$ cat config.mk
export PLATFORM = sky130hd
export DESIGN_NAME = lvn_hash
export DESIGN_NICKNAME = d
export VERILOG_FILES = /design/src/rtl/lvn_pkg.sv /design/src/rtl/lvn_hash.sv
export SDC_FILE = /design/constraint.sdc
export NUM_CORES = 2
export LEC_CHECK = 0
export BUFFER_PORTS_ARGS = -buffer_cell sky130_fd_sc_hd__clkbuf_2
export CAP_MARGIN = 20
export CORE_AREA = 4 4 407 409
export CTS_BUF_LIST = sky130_fd_sc_hd__clkbuf_2 sky130_fd_sc_hd__clkbuf_4 sky130_fd_sc_hd__clkbuf_8
export DETAILED_ROUTE_END_ITERATION = 16
export DIE_AREA = 0 0 411 413
export MAX_ROUTING_LAYER = met4
export PLACE_DENSITY_LB_ADDON = 0.3
export SLEW_MARGIN = 20
export SYNTH_ARGS = -nofsm -noshare
export SYNTH_HDL_FRONTEND = slang
export SYNTH_SLANG_ARGS = --single-unit
export TNS_END_PERCENT = 20
$ cat constraint.sdc
create_clock -name clk -period 8.7 [get_ports clk]
set_input_delay 0.435 -clock clk [delete_from_list [all_inputs] [get_ports clk]]
set_output_delay 0.435 -clock clk [all_outputs]
set_load 0.1 [all_outputs]
$ cat src/rtl/lvn_pkg.sv
package lvn_pkg;

  localparam logic [31:0] HashKx   = 32'd1619;
  localparam logic [31:0] HashKy   = 32'd31337;
  localparam logic [31:0] HashKz   = 32'd6971;
  localparam logic [31:0] HashKs   = 32'd1013;
  localparam logic [31:0] PolyA    = 32'd60493;
  localparam logic [31:0] PolyB    = 32'd19990303;
  localparam logic [31:0] PolyC    = 32'd1376312589;
  localparam logic [30:0] HashMask = 31'h7fffffff;
  localparam int          NumCorners = 8;

  typedef enum logic {
    FUNC_HASH  = 1'b0,
    FUNC_NOISE = 1'b1
  } func_t;

  typedef struct packed {
    logic  valid;
    func_t func;
    logic  err;
  } ctl_t;

endpackage

$ cat src/rtl/lvn_hash.sv
// Six-stage lattice hash pipeline. One point enters per cycle.
module lvn_hash
  import lvn_pkg::*;
(
  input  logic        clk,
  input  logic [31:0] seed,
  input  logic [31:0] x,
  input  logic [31:0] y,
  input  logic [31:0] z,
  output logic [30:0] hash
);

  logic [31:0] px, py, pz, ps;
  logic [30:0] n1;
  logic [30:0] n2;
  logic [31:0] sq;
  logic [30:0] n3;
  logic [31:0] sqa;
  logic [30:0] n4;
  logic [31:0] pr;

  always_ff @(posedge clk) begin
    px  <= x * HashKx;
    py  <= y * HashKy;
    pz  <= z * HashKz;
    ps  <= seed * HashKs;
    n1  <= 31'(px + py + pz + ps);
    n2  <= n1 ^ (n1 >> 13);
    sq  <= {1'b0, n2} * {1'b0, n2};
    n3  <= n2;
    sqa <= sq * PolyA + PolyB;
    n4  <= n3;
    pr  <= sqa * {1'b0, n4};
  end

  assign hash = 31'(pr + PolyC) & HashMask;

endmodule

Word-level counts from Yosys, hierarchy flattened. Cells that the tools add are included.

$add $sub $neg: 5. Multipliers: 7. Bitwise gates (word level): 1.

Operator list (number): 31-bit adder (3); 32-bit by 25-bit adder with 32-bit output (second input constant) (1); 31-bit by 31-bit multiplier with 32-bit output (1); 32-bit by 10-bit multiplier with 31-bit output (second input constant) (1); 32-bit by 11-bit multiplier with 31-bit output (second input constant) (1); 32-bit by 13-bit multiplier with 31-bit output (second input constant) (1); 32-bit by 15-bit multiplier with 31-bit output (second input constant) (1); 32-bit by 16-bit multiplier with 32-bit output (second input constant) (1); 32-bit by 31-bit multiplier with 31-bit output (1); 31-bit adder (second input constant) (1); 31-bit by 18-bit bitwise XOR with 31-bit output (1).

Register bits: 343. Word-level logic and storage cells: 24.

Depth between registers and ports, before layout.
Word-level depth: 3. Depth in mapped cells: 29.

Worst setup path before layout. No wires, ideal clock.

Path kind: register -> register. From: register n2[9]. To: register sq[30]. Setup time: 123 ps. Data arrival time: 6806 ps. Required time: 8577 ps. Path slack: 1771 ps. Stages on the path, launching flop included: 26. Buffers on the path: 3. Period minus slack after synthesis: 6929 ps. Cell sequence: dfxtp_1 clkbuf_1 clkbuf_1 nand2_1 fa_1 inv_1 fa_1 fa_1 inv_1 fa_1 inv_1 fa_1 ha_1 fa_1 fa_1 ha_1 clkbuf_1 a211o_1 or3_1 o41ai_1 a211oi_1 a31oi_1 o211a_1 or3_1 a21oi_1 nor3b_1.

Longest elaborated chain between the ends: 1.

Ends and longest elaborated chain: from (decl) (RTL line lvn_hash.sv:15) `logic [30:0] n2;`; from (signal assigned) (RTL line lvn_hash.sv:28) `n2 <= n1 ^ (n1 >> 13);`; 31-bit by 31-bit multiplier with 32-bit output (RTL line lvn_hash.sv:29) `sq <= {1'b0, n2} * {1'b0, n2};`; to (signal assigned) (RTL line lvn_hash.sv:29); to (decl) (RTL line lvn_hash.sv:16) `logic [31:0] sq;`.

No other way between the ends.

Worst setup path in the final report. Same ends and word-level chain as after synthesis.

==> qor.yml <==
timing:
  setup_viol_count_final: 0
  timing.final.crit_share: 0.876
  tightest_slew_ns: 1.02
  skew_ns: 0.0507
  min_period_ns: 7.62
  max_freq_mhz: 131
  rsz0062_at_grt: "no"
  maxSlewHeadroom: 0.318
  tns_ns: 0
  hold_viol: 0
  slew_viol_final: 0
place:
  io_buffers: 155
  gp_congestion: 0.880
  hpwlAfterDp_mm: 130
grt:
  grtUsageTotal: 0.189
  grt_overflow_total: 0
  grt_start_max_net_pins: 33
  antenna_found_initial: 9
  grt_pass1_vias: 47400
  grt_first_pass_wirelength_mm: 248
drt:
  wl_per_cell_um: 16.5
  final_antenna_net_count: 0
  via_count: 41800
  wl_met1_mm: 61.7
  drt_iter0_markers: 1785
  drt_wl_total_mm: 147
  via_per_inst: 4.68
  drc: 0
  met2WireLength_mm: 74.0
  firstDrtPassIters: 5
  highest_layer: "met4"
  wl_met3_mm: 5.43
logic_synthesis:
  ys_types: 75
  async_flop_share: 0
  synthFlopType: "dfxtp_1"
  synth_warnings: 0
  avgSynthCellArea_um2: 9.84
  ys_seq_area_frac: 0.105
  synth_area_um2: 64300
  synth_seq_cells: 338
  syn_inst: 6536
  synth-edff-count: 0
cells_and_area:
  syn_to_final_growth_pct: 7.81
  layout.area.seq_um2: 6770
  layout_common_cells: "inv_1, fa_1, ha_1, nand2_1, and2_1"
  drive_gt1_frac: 0.0520
  fin_nets: 8997
  final_common_cell: "inv_1"
  nFillCells: 15800
  multiInputGateArea_um2: 50100
cts:
  clk_pin_slew_worst_paths_ns: 0.05
  post_cts_buffers: 0
  htreeDepth: 3
  clk_latency_ns: 0.73
  clock_path_buffers: 3
  tritoncts: "built"
  numClockSinks: 338
  cts_buffers: 66
  post_cts_resized: 0
  clock-root-buffer: "clkbuf_8"
critical_path:
  critPathTopFamily: "adder cells"
  end_kind: "register"
  slowest_delay_ns: 0.82
  worstPathRequired_ns: 9.26
  cp_data_arrival_time_ns: 8.18
  path_cells: "nand2_1 -> fa_1 -> inv_1 -> fa_1 -> fa_1 -> inv_1 -> fa_1 -> inv_1 -> fa_1 -> ha_1 -> fa_1 -> fa_1 -> ha_1 -> a211o_1 -> or3_1 -> o41ai_1 -> a211oi_1 -> a31oi_1 -> o211a_1 -> or3_1 -> a21oi_1 -> nor3b_1"
  path_class: "register to register"
  start_kind: "register"
  cpMaxStageDelayCell: "dfxtp_1"
  path_buf_inv: 3
  critPathMaxFanout: 15
  crit_top_cell: "fa_1"
floorplan:
  dieWidth_um: 411
  io_pins: 160
  die_area_um2: 170000
  initial_utilization: 0.397
  rows: 148
  core_area_um2: 162000
  dieHeight_um: 413
hold_path:
  hold_class: "primary input to register"
job:
  cap_violations: 0
outcome:
  status: "finished, final reports clean"
## registers in the layout, indices dropped and copies added, names as in the netlist
| register | flops |
|---|---|
| px | 31 |
| sqa | 30 |
| pr | 31 |
| pz | 31 |
| n1 | 31 |
| sq | 29 |
| n2 | 31 |
| n3 | 31 |
| py | 31 |
| ps | 31 |
| n4 | 31 |
## final timing paths
check,start,to,slack (ns),cells after the start
worst max-delay path,n2[9],sq[30],1.08,22
worst min register to register,n3[12],n4[12],0.30,0
worst max register to register,n2[9],sq[30],1.08,22
worst min-delay path,x[1],px[1],0.09,2
## Yosys cell counts (6+ instances only)
cell | number | area share
fa_1 | 1399 | 0.44
nor2_1 | 102 | 0.0060
a211oi_1 | 17 | 0.0020
a21oi_1 | 171 | 0.013
xor2_1 | 109 | 0.015
nand2_1 | 446 | 0.026
clkbuf_1 | 114 | 0.0067
o211ai_1 | 16 | 0.0019
or3_1 | 8 | 0.00078
or2_2 | 13 | 0.0013
nor3b_1 | 6 | 0.00070
ha_1 | 766 | 0.15
a21o_1 | 63 | 0.0074
xnor2_1 | 297 | 0.040
inv_1 | 1888 | 0.11
nor3_1 | 36 | 0.0028
and2_1 | 342 | 0.033
nor2b_1 | 29 | 0.0028
o21ai_0 | 76 | 0.0059
o21ai_1 | 8 | 0.00062
nand2b_1 | 29 | 0.0028
nor4_1 | 6 | 0.00058
a31oi_1 | 21 | 0.0020
nand4_1 | 22 | 0.0021
dfxtp_1 | 338 | 0.11
o31ai_1 | 10 | 0.0012
o21bai_1 | 36 | 0.0042
nand3_1 | 31 | 0.0024
o21a_1 | 32 | 0.0037
and3_1 | 15 | 0.0015
## layout make-up
class                   count  area share
repair buffers            211      0.0175
inverters                1888       0.102
well taps                2175      0.0392
clock buffers              84      0.0157
clock inverters            30     0.00585
diodes                      5    0.000180
multi-input cells        4198       0.722
flip-flops and latches    338      0.0976
## kinds of logic after synthesis
logic type / count (synthesis) / share of synthesized area
AO/OA/AOI/OAI: 512 / 0.0519
XOR/XNOR: 406 / 0.0553
adder cells (fa/ha/maj): 2165 / 0.584
buffers and inverters: 2005 / 0.117
flip-flops: 338 / 0.105
multiplexers: 5 / 0.000778
other: 2 / 0.000117
AND/OR/NAND/NOR: 1103 / 0.0853
## worst reg2reg max path, cell delays in order (launching register included)
cell	delay (ns)
dfxtp_1	0.82
nand2_1	0.27
fa_1	0.59
inv_1	0.05
fa_1	0.49
fa_1	0.52
inv_1	0.05
fa_1	0.48
inv_1	0.05
fa_1	0.46
ha_1	0.31
fa_1	0.50
fa_1	0.41
ha_1	0.42
a211o_1	0.21
or3_1	0.12
o41ai_1	0.06
a211oi_1	0.47
a31oi_1	0.27
o211a_1	0.30
or3_1	0.42
a21oi_1	0.16
nor3b_1	0.07
## per-layer routing
| metal | GRT usage | vias up |
|---|---|---|
| li1 | - | 19700 |
| met1 | 0.230 | 21100 |
| met2 | 0.327 | 704 |
| met3 | 0.0227 | 225 |
| met4 | 0.0657 | 0 |
| met5 | - | - |
## metrics by stage
stage / setup WS [ns] / instances / utilization / hold WS (ns) / area [um^2]
after global routing: 0.621 / 8927 / 0.428 / 0.0688 / 69300
final: 1.08 / 8929 / 0.428 / 0.0895 / 69300
after detailed placement: 1.11 / 8803 / 0.418 / 0.312 / 67800
after CTS: 1.09 / 8924 / 0.428 / 0.0122 / 69300
after floorplan: 1.77 / 6541 / - / 0.310 / 64300
after global placement: 1.14 / 8803 / 0.418 / 0.310 / 67800
## timing repair
action | 4_1_cts | 5_1_grt
hold endpoints to repair | 7 | 0
hold buffers | 7 | 0
endpoints found under the setup margin | 0 | 0
Power is not shown: default switching activity piles up to over one toggle a cycle in this logic, so the estimate is an artifact.
